[src/design/keyed_event_debounce_table_defines.svh]
// assertion macros shared by the debounce table rtl
// no dependencies; included by the files that carry checks
`ifndef KEYED_EVENT_DEBOUNCE_TABLE_DEFINES_SVH
`define KEYED_EVENT_DEBOUNCE_TABLE_DEFINES_SVH
`ifndef SYNTHESIS
// check that is switched off while reset is asserted
`define KEDT_ASSERT(lbl, clk_i, rstn_i, prop, msg) \
	lbl: assert property (@(posedge clk_i) disable iff (!rstn_i) (prop)) else $error(msg);
// check that also holds while reset is asserted
`define KEDT_ASSERT_ALWAYS(lbl, clk_i, prop, msg) \
	lbl: assert property (@(posedge clk_i) (prop)) else $error(msg);
`else
`define KEDT_ASSERT(lbl, clk_i, rstn_i, prop, msg)
`define KEDT_ASSERT_ALWAYS(lbl, clk_i, prop, msg)
`endif
`endif

[src/design/kedt_pkg.sv]
// shared constants and controller/datapath interface types
// no dependencies
package kedt_pkg;

	localparam int PATH_W   = 48;
	localparam int TYPE_W   = 4;
	localparam int TIME_W   = 64;
	localparam int WIN_W    = 32;
	localparam int TYPE_MOD = 10;

	// byte address of the window register on the apb port
	localparam logic [1:0] WINDOW_ADDR = 2'd0;

	// commands from controller to datapath
	typedef struct packed {
		logic load;     // capture the event, restart the scan
		logic scan;     // issue table reads
		logic refresh;  // rewrite the matched slot with the new time
		logic insert;   // store the event in a new slot
		logic finish;   // present a result
		logic result;   // value of the result
	} kedt_cmd_t;

	// status from datapath to controller
	typedef struct packed {
		logic empty;      // no slot in use
		logic cmp_valid;  // a read word is being compared
		logic hit;        // compared slot holds the same key
		logic in_win;     // compared slot is within the window
		logic last;       // compared slot is the last one in use
	} kedt_sts_t;

	// event type reduced modulo ten
	function automatic logic [TYPE_W-1:0] type_reduce(input logic [TYPE_W-1:0] t);
		logic [TYPE_W-1:0] r;
		if (t >= TYPE_W'(TYPE_MOD)) begin
			r = t - TYPE_W'(TYPE_MOD);
		end else begin
			r = t;
		end
		return r;
	endfunction

endpackage

[src/design/kedt_ctrl.sv]
// controller state machine for the debounce table scan
// depends on kedt_pkg
module kedt_ctrl import kedt_pkg::*; (
	input  logic      clk,
	input  logic      arst_n,
	input  logic      start,
	output logic      busy,
	input  kedt_sts_t sts,
	output kedt_cmd_t cmd
);

	typedef enum logic [2:0] {
		ST_IDLE   = 3'b001,
		ST_SCAN   = 3'b010,
		ST_INSERT = 3'b100
	} state_t;

	state_t state_q, state_d;

	// next state and commands
	always_comb begin
		state_d = state_q;
		cmd     = '0;
		unique case (state_q)
			ST_IDLE: begin
				if (start) begin
					cmd.load = 1'b1;
					state_d  = sts.empty ? ST_INSERT : ST_SCAN;
				end
			end
			ST_SCAN: begin
				cmd.scan = 1'b1;
				if (sts.cmp_valid && sts.hit) begin
					cmd.finish  = 1'b1;
					cmd.result  = !sts.in_win;
					cmd.refresh = !sts.in_win;
					state_d     = ST_IDLE;
				end else if (sts.cmp_valid && sts.last) begin
					state_d = ST_INSERT;
				end
			end
			ST_INSERT: begin
				cmd.insert = 1'b1;
				cmd.finish = 1'b1;
				cmd.result = 1'b1;
				state_d    = ST_IDLE;
			end
			default: begin
				state_d = ST_IDLE;
			end
		endcase
	end

	// state register
	always_ff @(posedge clk or negedge arst_n) begin
		if (!arst_n) begin
			state_q <= ST_IDLE;
		end else begin
			state_q <= state_d;
		end
	end

	assign busy = (state_q != ST_IDLE);

endmodule

[config.mk]
export PLATFORM = sky130hd
export DESIGN_NAME = kedt_ctrl
export DESIGN_NICKNAME = d
export VERILOG_FILES = /design/src/design/keyed_event_debounce_table_defines.svh /design/src/design/kedt_pkg.sv /design/src/design/kedt_ctrl.sv
export SDC_FILE = /design/constraint.sdc
export NUM_CORES = 1
export LEC_CHECK = 0
export BUFFER_PORTS_ARGS = -buffer_cell sky130_fd_sc_hd__buf_2
export CAP_MARGIN = 20
export CELL_PAD_IN_SITES_DETAIL_PLACEMENT = 1
export CELL_PAD_IN_SITES_GLOBAL_PLACEMENT = 1
export CORE_AREA = 2 2 39 41
export DETAILED_ROUTE_END_ITERATION = 8
export DIE_AREA = 0 0 41 43
export GPL_TIMING_DRIVEN = 0
export PLACE_DENSITY_LB_ADDON = 0.12
export SYNTH_ARGS = -nofsm -noshare
export SYNTH_HDL_FRONTEND = slang
export SYNTH_SLANG_ARGS = --single-unit
[constraint.sdc]
create_clock -name clk -period 2 [get_ports clk]
set_input_delay 0.4 -clock clk [delete_from_list [all_inputs] [get_ports clk]]
set_output_delay 0.4 -clock clk [all_outputs]
set_load 0.03 [all_outputs]
Yosys cells after proc, flatten, opt, wreduce, memory -nomap -nowiden
Index checks and enable logic that the tools add are counted.

word-level totals
  output and inout port bits = 7
  flip-flop bits (word level) = 3
  bits of input ports = 8
  logic and storage cells = 23

cells by class
  muxes and demuxes = 12
  eq/ne operators = 6
  reductions and logical operators = 4

operators by type and width
  cell                count
  $mux 3              4
  $pmux 3 s2          1
  $mux 1              4
  $mux 2              2
  $pmux 2 s2          1
  $eq 3x1->1 const B  1
  $eq 3x2->1 const B  1
  $eq 3x3->1 const B  1
  $ne 3x1->1 const B  1
  $ne 3x3->1 const B  1
  $logic_and 1x1->1   2
  $ne 2x2->1 const B  1
  $reduce_and 2->1    1
  $logic_not 1->1     1

Longest topological paths before layout
Gate-level depths: netlist of run 1.

  depth in word-level cells = 4
  depth in mapped cells = 3
  mapped depth without buffers = 3

Worst setup path after synthesis of run 1
Ideal clock, no wire load.

  path type = reg2out
  start = register state_q[2]
  end = output cmd[1] (netlist name)
  slack = 0.110 ns
  data required time = 1.600 ns
  stages on the path, launching flop included = 3
  arrival = 1.490 ns
  buffers on the path = 0
  cells stage by stage = dfrtp_1 -> or3b_4 -> o21ai_0

RTL lines
  item                    RTL line         text
  from (decl)             kedt_ctrl.sv:18  state_t state_q, state_d;
  from (signal assigned)  kedt_ctrl.sv:59  state_q <= state_d;
  to (decl)               kedt_ctrl.sv:9   output kedt_cmd_t cmd

==> results of run 1 <==
[worst max path at each step]
stage	start	end	slack [ps]	cells after the start
finish	state_q[2]$_DFFE_PN0P_	cmd[0]	130	3
global route	state_q[2]$_DFFE_PN0P_	cmd[0]	80	3
CTS	state_q[1]$_DFFE_PN0P_	cmd[0]	110	3
detailed placement	state_q[1]$_DFFE_PN0P_	cmd[0]	370	3
global placement	state_q[2]$_DFFE_PN0P_	cmd[0]	370	3
floorplan	state_q[2]$_DFFE_PN0P_	cmd[1]	110	2
[cell type report]
class | instances | area share
repair buffers | 15 | 0.254
inverters | 3 | 0.0357
clock buffers | 4 | 0.0833
multi-input cells | 14 | 0.321
well taps | 16 | 0.0635
flip-flops and latches | 3 | 0.242
[stage by stage]
stage	hold WS, ps	util	std cells	setup WS [ps]
after detailed placement	198	0.202	50	366
after global routing	399	0.228	55	85.0
after global placement	193	0.202	50	368
final	399	0.228	55	129
after CTS	391	0.228	55	114
after floorplan	104	-	20	110
[timing repair]
item,4_1_cts,5_1_grt
endpoints found under the hold margin,2,0
hold buffers,1,0
setup endpoints to repair,0,0
[metal layers]
metal | share of wire | vias up | global-route usage
met4 | 0 | 0 | 0.100
met5 | 0 | - | 0
met1 | 0.40 | 102 | 0.0844
met2 | 0.54 | 8 | 0.113
li1 | - | 110 | -
met3 | 0.054 | 0 | 0.0471
[cell families (layout without fill, tap and decap cells)]
| group | Yosys count | count (layout) | synth area share |
|---|---|---|---|
| AND/OR/NAND/NOR | 8 | 8 | 0.298 |
| buffers and inverters | 3 | 22 | 0.0596 |
| AO/OA/AOI/OAI | 6 | 6 | 0.238 |
| flip-flops | 3 | 3 | 0.404 |
[worst max-delay path: stages, from the launching register on]
cell                      delay (ps)
sky130_fd_sc_hd__dfrtp_1         390
sky130_fd_sc_hd__or3b_4          420
sky130_fd_sc_hd__o31ai_2         210
sky130_fd_sc_hd__buf_2           220
[cells in the final DEF, fill, tap and decap left out, drive strengths merged]
cell         count
or3b             2
nor2             1
nor3             1
o21ai            2
o31ai            1
a21oi            1
nand2            2
and4bb           1
inv              3
nand3b           1
buf             14
dfrtp            2
dlygate4sd3      1
clkbuf           4
a22o             1
dfstp            1
o2bb2ai          1
[report_power, final]
part	leakage (nW)	switching [W]	internal, W
sequential	0.0373	0.00000791	0.0000738
clock	0.0150	0.0000303	0.0000747
combinational	0.121	0.0000587	0.0000341
==> impl_table.tex, run 1 <==
\begin{tabular}{lr}
\hline
Metric & Value \\
\hline
\multicolumn{2}{l}{\textbf{Detailed routing}} \\
Wirelength per Cell & 10.2 um \\
Overall via count from detail\_route & 220 \\
Routed wire length & 560 um \\
Number of DRC markers in iteration 0 & 3 \\
Post-detailed-route count of antenna-violating nets & 0 \\
Total DRC errors in the routed layout & 0 \\
First drt pass iteration count & 3 \\
Detail-routed via count per cell & approximately 4 \\
\multicolumn{2}{l}{\textbf{Placed design}} \\
Area of placed instances & 279 um2 \\
Number of buffer cells added on primary ports & 14 \\
Weighted congestion reported at the end of routability-driven placement & $\sim$0.65 \\
\multicolumn{2}{l}{\textbf{Yosys}} \\
Share of synthesized flip-flops with an asynchronous set or reset & 1.00 \\
Syn. warnings & 0 \\
Portion of synthesized cell area occupied by the leading cell type & 0.265 \\
Number of instances in the synthesized netlist & 20 \\
Cell types with the highest counts after synthesis & 2 x sky130\_fd\_sc\_hd\_\_dfrtp\_1, 2 x sky130\_fd\_sc\_hd\_\_inv\_1, 2 x sky130\_fd\_sc\_hd\_\_nand2\_1, 2 x sky130\_fd\_sc\_hd\_\_o21ai\_0 \\
Proportion of synthesized chip area in sequential cells & 0.404 \\
Post-Synthesis Mean Instance Area & 9.45 um2 \\
Syn Nets & 28 \\
Cell types with the largest area share after synthesis & sky130\_fd\_sc\_hd\_\_dfrtp\_1 26\%, sky130\_fd\_sc\_hd\_\_dfstp\_2 14\%, sky130\_fd\_sc\_hd\_\_and4bb\_2 6.6\%, sky130\_fd\_sc\_hd\_\_o31ai\_2 6.6\%, sky130\_fd\_sc\_hd\_\_or3b\_4 6.0\% \\
Post-synthesis instance area & 189 um2 \\
Commonest register cell after synthesis & sky130\_fd\_sc\_hd\_\_dfrtp\_1 \\
EDFF count, synth & 0 \\
Count of state elements after synthesis & 3 \\
Largest area contributor in the netlist & sky130\_fd\_sc\_hd\_\_dfrtp\_1 \\
Unique cell type count in the Yosys netlist & 16 \\
\multicolumn{2}{l}{\textbf{Die}} \\
Die ar. & 0.00176 mm2 \\
Starting Density & 0.137 \\
Die Wd & just over 40 um \\
Row Count & 14 \\
Number of placed I/O pins & 15 \\
Area inside the core boundary & about 0.0014 mm2 \\
Die Height & between 40 and 50 um \\
\multicolumn{2}{l}{\textbf{Clocking}} \\
Clk root buf & sky130\_fd\_sc\_hd\_\_clkbuf\_4 \\
Number of sinks handled by clock tree synthesis & 3 \\
Clock tree buffer depth & 2 \\
Clock-pin slew reported for the worst setup and hold paths after clock tree synthesis & roughly 40 ps \\
Setup Buffers After CTS & 0 \\
Cts bufs inserted & 3 \\
CTS tree & yes \\
Quantity of gates resized following cts & 0 \\
Maximum level of the CTS H-tree & 1 \\
Clk Latency, worst-skew pair & 230 ps \\
\multicolumn{2}{l}{\textbf{STA}} \\
Normalized max-slew margin & 0.872 \\
Ratio of final minimum period to clock period & 0.936 \\
Final setup viols & 0 \\
Fin Setup TNS & 0 ps \\
FMAX & 534 MHz \\
Number of hold-slack violations in the final timing report & 0 \\
Final slew viol count & 0 \\
Slew of the pin with the lowest slew margin & 190 ps \\
Unrepaired setup endpoints after global routing & false \\
Worst Skew & 1.18 ps \\
Final critical path time including I/O delays and setup & 1870 ps \\
\multicolumn{2}{l}{\textbf{Worst setup path}} \\
Nature of the critical path startpoint & flip-flop \\
Endpoint type of the worst setup path & primary output \\
Worst Setup Path Type & flip-flop to primary output \\
Reg2Reg Setup Slack & 930 ps \\
RR Startpoint & state\_q[2]\$\_DFFE\_PN0P\_ \\
Worst Reg2Reg Path Length in Cells & 3 \\
Largest fanout on the critical path & 5 \\
Required @ worst endpoint & 1600 ps \\
Worst Path Arrival & 1470 ps \\
Endpoint of the worst-slack reg-to-reg timing path & state\_q[1]\$\_DFFE\_PN0P\_ \\
\multicolumn{2}{l}{\textbf{Power and ir drop}} \\
Power density relative to cell area & 886 mW/mm2 \\
P\_leak & 0.174 nW \\
Peak VDD IR & 0.340 mV \\
Overall power consumption & around 0.00028 W \\
\multicolumn{2}{l}{\textbf{Min path}} \\
Hold path depth & 2 \\
Endpoint with the worst hold slack & state\_q[2]\$\_DFFE\_PN0P\_ \\
Path type of the worst min-delay path & input port to flip-flop \\
Launch point of the worst hold path & sts[4] \\
\multicolumn{2}{l}{\textbf{Finish}} \\
Number of flip-flops under the largest register name & 3 \\
Layout overhead on the synthesized area & 66.9\% \\
Flip-flop and latch area & roughly 76 um2 \\
Layout Cell Area excl Fill & 315 um2 \\
Top flop regs & state\_q (3) \\
Register with the most flip-flops & state\_q \\
Area of the multi-input gates & a little over 100 um2 \\
Fill count & roughly 180 \\
Net total in the final layout & 48 \\
Number of diodes added for antenna fixing & 0 \\
Fraction of layout cells with a size suffix above 1 & 0.590 \\
\multicolumn{2}{l}{\textbf{Global routing}} \\
Number of global-route vias before repair & between 200 and 250 \\
Initial antenna violation count & 0 \\
Largest net degree at the start of global routing & 6 \\
Wire length of the first global-routing pass & 938 um \\
Total GRT Usage & 0.0866 \\
Overflow after GRT & 0 \\
\multicolumn{2}{l}{\textbf{Flow run}} \\
\# Max-Cap Violations & 0 \\
\multicolumn{2}{l}{\textbf{Outcome}} \\
Run status & complete, no violations \\
\hline
\end{tabular}
Power figures use the tool's default switching activity.
==> run 2, diff against run 1 <==
Settings changed: ABC_AREA from default to 1, CORE_AREA 2 2 39 41 to 10 10 47 49, DIE_AREA 0 0 41 43 to 0 0 57 59.
==> run 2 against run 1 <==
- core utilization grew 2.7 points
- global-route usage shrank 3.9 points
- critical path depth grew 3
- routed wire length grew 39%
- combinational power grew to 3.1 times the previous value
- setup slack gained 200 ps
- via count grew 27%
- synthesized cell count grew 70%
- flip-flop and latch count is the same
- total power grew 87%
- largest cell class unchanged
- highest routed layer unchanged
==> impl_table.tex, run 2 <==
\begin{tabular}{lr}
\hline
Metric & Value \\
\hline
\multicolumn{2}{l}{\textbf{Min path}} \\
Launch point of the worst hold path & sts[4] \\
Endpoint with the worst hold slack & state\_q[1]\$\_DFFE\_PN0P\_ \\
Hold path depth & 4 (+2) \\
Path type of the worst min-delay path & input port to flip-flop \\
\multicolumn{2}{l}{\textbf{Yosys}} \\
Number of instances in the synthesized netlist & 34 (+70\%) \\
Most frequent cell after synthesis & sky130\_fd\_sc\_hd\_\_nand2\_1 \\
Cell types with the largest area share after synthesis & sky130\_fd\_sc\_hd\_\_dfrtp\_1 22\%, sky130\_fd\_sc\_hd\_\_nand2\_1 13\%, sky130\_fd\_sc\_hd\_\_dfstp\_2 11\%, sky130\_fd\_sc\_hd\_\_inv\_1 9.8\%, sky130\_fd\_sc\_hd\_\_nand2\_2 8.2\% \\
Syn. warnings & 0 (unchanged) \\
Share of synthesized flip-flops with an asynchronous set or reset & 1.00 (unchanged) \\
Commonest register cell after synthesis & sky130\_fd\_sc\_hd\_\_dfrtp\_1 \\
EDFF count, synth & 0 (unchanged) \\
Syn Nets & 42 (+50\%) \\
Cell types with the highest counts after synthesis & 8 x sky130\_fd\_sc\_hd\_\_nand2\_1, 6 x sky130\_fd\_sc\_hd\_\_inv\_1, 3 x sky130\_fd\_sc\_hd\_\_nand2\_2, 3 x sky130\_fd\_sc\_hd\_\_nor2\_1 \\
Post-Synthesis Mean Instance Area & 6.77 um2 (-28\%) \\
Largest area contributor in the netlist & sky130\_fd\_sc\_hd\_\_dfrtp\_1 \\
Unique cell type count in the Yosys netlist & 14 (-2) \\
Portion of synthesized cell area occupied by the leading cell type & 0.217 (-0.0475) \\
Post-synthesis instance area & 230 um2 (+22\%) \\
Count of state elements after synthesis & 3 (unchanged) \\
Proportion of synthesized chip area in sequential cells & 0.332 (-0.0725) \\
\multicolumn{2}{l}{\textbf{STA}} \\
FMAX & 597 MHz (+12\%) \\
Fin Setup TNS & 0 ps (unchanged) \\
Final slew viol count & 0 (unchanged) \\
Worst Skew & 2.49 ps (+1.31 ps) \\
Final critical path time including I/O delays and setup & 1680 ps (-195 ps) \\
Number of hold-slack violations in the final timing report & 0 (unchanged) \\
Slew of the pin with the lowest slew margin & 203 ps (+13.7 ps) \\
Ratio of final minimum period to clock period & 0.838 (-0.0977) \\
Normalized max-slew margin & 0.863 (-0.00923) \\
Final setup viols & 0 (unchanged) \\
Unrepaired setup endpoints after global routing & false \\
\multicolumn{2}{l}{\textbf{Placed design}} \\
DP Wirelength & 691 um \\
Dpl cells & 64 (+28\%) \\
Number of buffer cells added on primary ports & 14 (unchanged) \\
Weighted congestion reported at the end of routability-driven placement & 0.733 (+13\%) \\
\multicolumn{2}{l}{\textbf{Finish}} \\
Fraction of layout cells with a size suffix above 1 & 0.509 (-0.0803) \\
Layout overhead on the synthesized area & 54.9\% \\
Top flop regs & state\_q (3) \\
Net total in the final layout & 62 (+29\%) \\
Commonest non-fill, non-tap cells in the layout & 14 x sky130\_fd\_sc\_hd\_\_buf\_2, 8 x sky130\_fd\_sc\_hd\_\_nand2\_1, 6 x sky130\_fd\_sc\_hd\_\_inv\_1 \\
Register with the most flip-flops & state\_q \\
Area of the multi-input gates & 124 um2 (+22\%) \\
Number of flip-flops under the largest register name & 3 (unchanged) \\
Final Non-Filler Cells & 69 (+25\%) \\
Flip-flop and latch area & 76.3 um2 (unchanged) \\
Fill count & 182 (+3.4\%) \\
Number of diodes added for antenna fixing & 0 (unchanged) \\
Most common cell after layout, fill and taps aside & sky130\_fd\_sc\_hd\_\_buf\_2 \\
\multicolumn{2}{l}{\textbf{Global routing}} \\
GRT met2 Usage & 0.0822 (-0.0303) \\
Total GRT Usage & 0.0477 (-0.0389) \\
Met1 track utilization from global routing & 0.0431 (-0.0413) \\
Global routing usage on met3 & 0.0322 (-0.0149) \\
Overflow after GRT & 0 (unchanged) \\
Initial antenna violation count & 0 (unchanged) \\
Wire length of the first global-routing pass & 1.27 mm (+35\%) \\
Largest net degree at the start of global routing & 6 (unchanged) \\
Most Crowded Layer GR & met2 \\
Number of global-route vias before repair & 303 (+36\%) \\
\multicolumn{2}{l}{\textbf{Detailed routing}} \\
Number of DRC markers in iteration 0 & 0 (-3) \\
Routed wire length & 777 um (+39\%) \\
Wirelength per Cell & 11.3 um (+11\%) \\
Overall via count from detail\_route & 279 (+27\%) \\
Detail-routed via count per cell & 4.04 (+1.1\%) \\
Total DRC errors in the routed layout & 0 (unchanged) \\
Post-detailed-route count of antenna-violating nets & 0 (unchanged) \\
First drt pass iteration count & 1 (-2) \\
\multicolumn{2}{l}{\textbf{Worst setup path}} \\
Reg2Reg Setup Slack & 980 ps (+50 ps) \\
Worst Reg2Reg Path Length in Cells & 6 (+3) \\
Endpoint type of the worst setup path & primary output \\
RR Startpoint & state\_q[0]\$\_DFFE\_PN1P\_ \\
Highest-delay cell along the critical path & sky130\_fd\_sc\_hd\_\_dfstp\_2 \\
Required @ worst endpoint & 1600 ps (about the same) \\
Largest fanout on the critical path & 4 (-1) \\
Worst Path Arrival & 1280 ps (-190 ps) \\
Nature of the critical path startpoint & flip-flop \\
Worst Setup Path Type & flip-flop to primary output \\
Delay of the slowest cell on the worst path & 560 ps (+140 ps) \\
Most Frequent Cell on Critical Path & sky130\_fd\_sc\_hd\_\_nand2\_2 \\
Endpoint of the worst-slack reg-to-reg timing path & state\_q[2]\$\_DFFE\_PN0P\_ \\
Buffers and inverters on the worst path & 2 (+1) \\
Crit path max-delay family & flip-flops \\
Ordered list of cells on the worst path & inv\_2, nand2\_2, nor2\_4, nand2\_2, o21ai\_2, buf\_2 \\
\multicolumn{2}{l}{\textbf{Clocking}} \\
Clk root buf & sky130\_fd\_sc\_hd\_\_clkbuf\_4 \\
Maximum level of the CTS H-tree & 1 (unchanged) \\
Quantity of gates resized following cts & 0 (unchanged) \\
Clk Latency, worst-skew pair & 230 ps (about the same) \\
Clock-pin slew reported for the worst setup and hold paths after clock tree synthesis & 40 ps (about the same) \\
Cts bufs inserted & 3 (unchanged) \\
CTS tree & yes \\
Clock tree buffer depth & 2 (unchanged) \\
Number of sinks handled by clock tree synthesis & 3 (unchanged) \\
\multicolumn{2}{l}{\textbf{Power and ir drop}} \\
Switching pwr & 0.000267 W (+180\%) \\
Sequential fraction of design power & 0.251 (-0.041) \\
Combinational share of power & 0.550 (+0.218) \\
Share of total power consumed by net switching & 0.512 (+0.165) \\
Peak VDD IR & 0.411 mV (+21\%) \\
Clock group share of total power & 0.199 (-0.177) \\
Internal cell power & 0.000254 W (+39\%) \\
P\_leak & 0.229 nW (+32\%) \\
Power density relative to cell area & 1460 mW/mm2 (+65\%) \\
\multicolumn{2}{l}{\textbf{Die}} \\
Number of placed I/O pins & 15 (unchanged) \\
Starting Density & 0.164 (+0.0278) \\
Die Height & 59 um (+37\%) \\
Die Wd & 57 um (+39\%) \\
Row Count & 14 (unchanged) \\
Die ar. & 0.00336 mm2 (+91\%) \\
Area inside the core boundary & 0.00140 mm2 (+1.3\%) \\
\multicolumn{2}{l}{\textbf{Outcome}} \\
Run status & complete, no violations \\
\multicolumn{2}{l}{\textbf{Flow run}} \\
\# Max-Cap Violations & 0 (unchanged) \\
\hline
\end{tabular}
## run 2: changes by cell type after synthesis, sizes merged, moves of 2 or more
cell	delta
nor2	+4
nand2	+9
or3b	-2
nand4	+2
inv	+5
nand3	+3
## run 2: kinds of logic after synthesis
logic type             Yosys count  share of synthesized area
AO/OA/AOI/OAI                    2                     0.0598
buffers and inverters            8                      0.130
AND/OR/NAND/NOR                 21                      0.478
flip-flops                       3                      0.332
## run 2: per-layer routing
layer / vias up / share of wire
met1: 130 / 0.35
li1: 140 / -
met3: 0 / 0.084
met5: - / 0
met4: 0 / 0
met2: 9 / 0.56
## run 2: through the flow
stage	hold slack [ps]	instance area [um2]	setup WS, ps	total power [W]	utilization
finish	452	357	324	0.000522	0.254
global route	480	357	243	0.000564	0.254
CTS	434	357	298	0.000537	0.254
detailed placement	198	320	551	0.000425	0.229
global placement	194	320	579	0.000418	0.229
floorplan	104	230	377	0.000338	-
## run 2: worst register-to-register path, stage by stage (launching register included)
cell,delay (ps)
sky130_fd_sc_hd__dfstp_2,560
sky130_fd_sc_hd__inv_2,60
sky130_fd_sc_hd__nand2_2,70
sky130_fd_sc_hd__nor2_4,40
sky130_fd_sc_hd__nand2_2,70
sky130_fd_sc_hd__nand2_1,50
sky130_fd_sc_hd__nor2_1,90
## run 2: how the worst max path moves through the flow
stage / startpoint / end / slack (ps) / depth (start not counted)
floorplan: state_q[0]$_DFFE_PN1P_ / cmd[3] / 380 / 5
global placement: state_q[0]$_DFFE_PN1P_ / cmd[0] / 580 / 6
detailed placement: state_q[0]$_DFFE_PN1P_ / cmd[0] / 550 / 6
CTS: state_q[0]$_DFFE_PN1P_ / cmd[0] / 300 / 6
global route: state_q[0]$_DFFE_PN1P_ / cmd[0] / 240 / 6
finish: state_q[0]$_DFFE_PN1P_ / cmd[0] / 320 / 6
## run 2: layout make-up
class / instances / share of cell area
multi-input cells: 23 / 0.347
repair buffers: 15 / 0.225
flip-flops and latches: 3 / 0.214
clock buffers: 4 / 0.0737
inverters: 8 / 0.0842
well taps: 16 / 0.0561
## run 2: power by group through the flow
stage / registers, W / logic (W) / clock network (W)
floorplan: 0.000123 / 0.000214 / 0
global route: 0.000134 / 0.000314 / 0.000116
global placement: 0.000132 / 0.000285 / 0
CTS: 0.000132 / 0.000294 / 0.000111
finish: 0.000131 / 0.000287 / 0.000104
detailed placement: 0.000132 / 0.000292 / 0
## run 2: repair_timing
item / in CTS / in global routing
hold buffers: 1 / 0
setup buffers: 0 / 0
hold endpoints to repair: 2 / 0
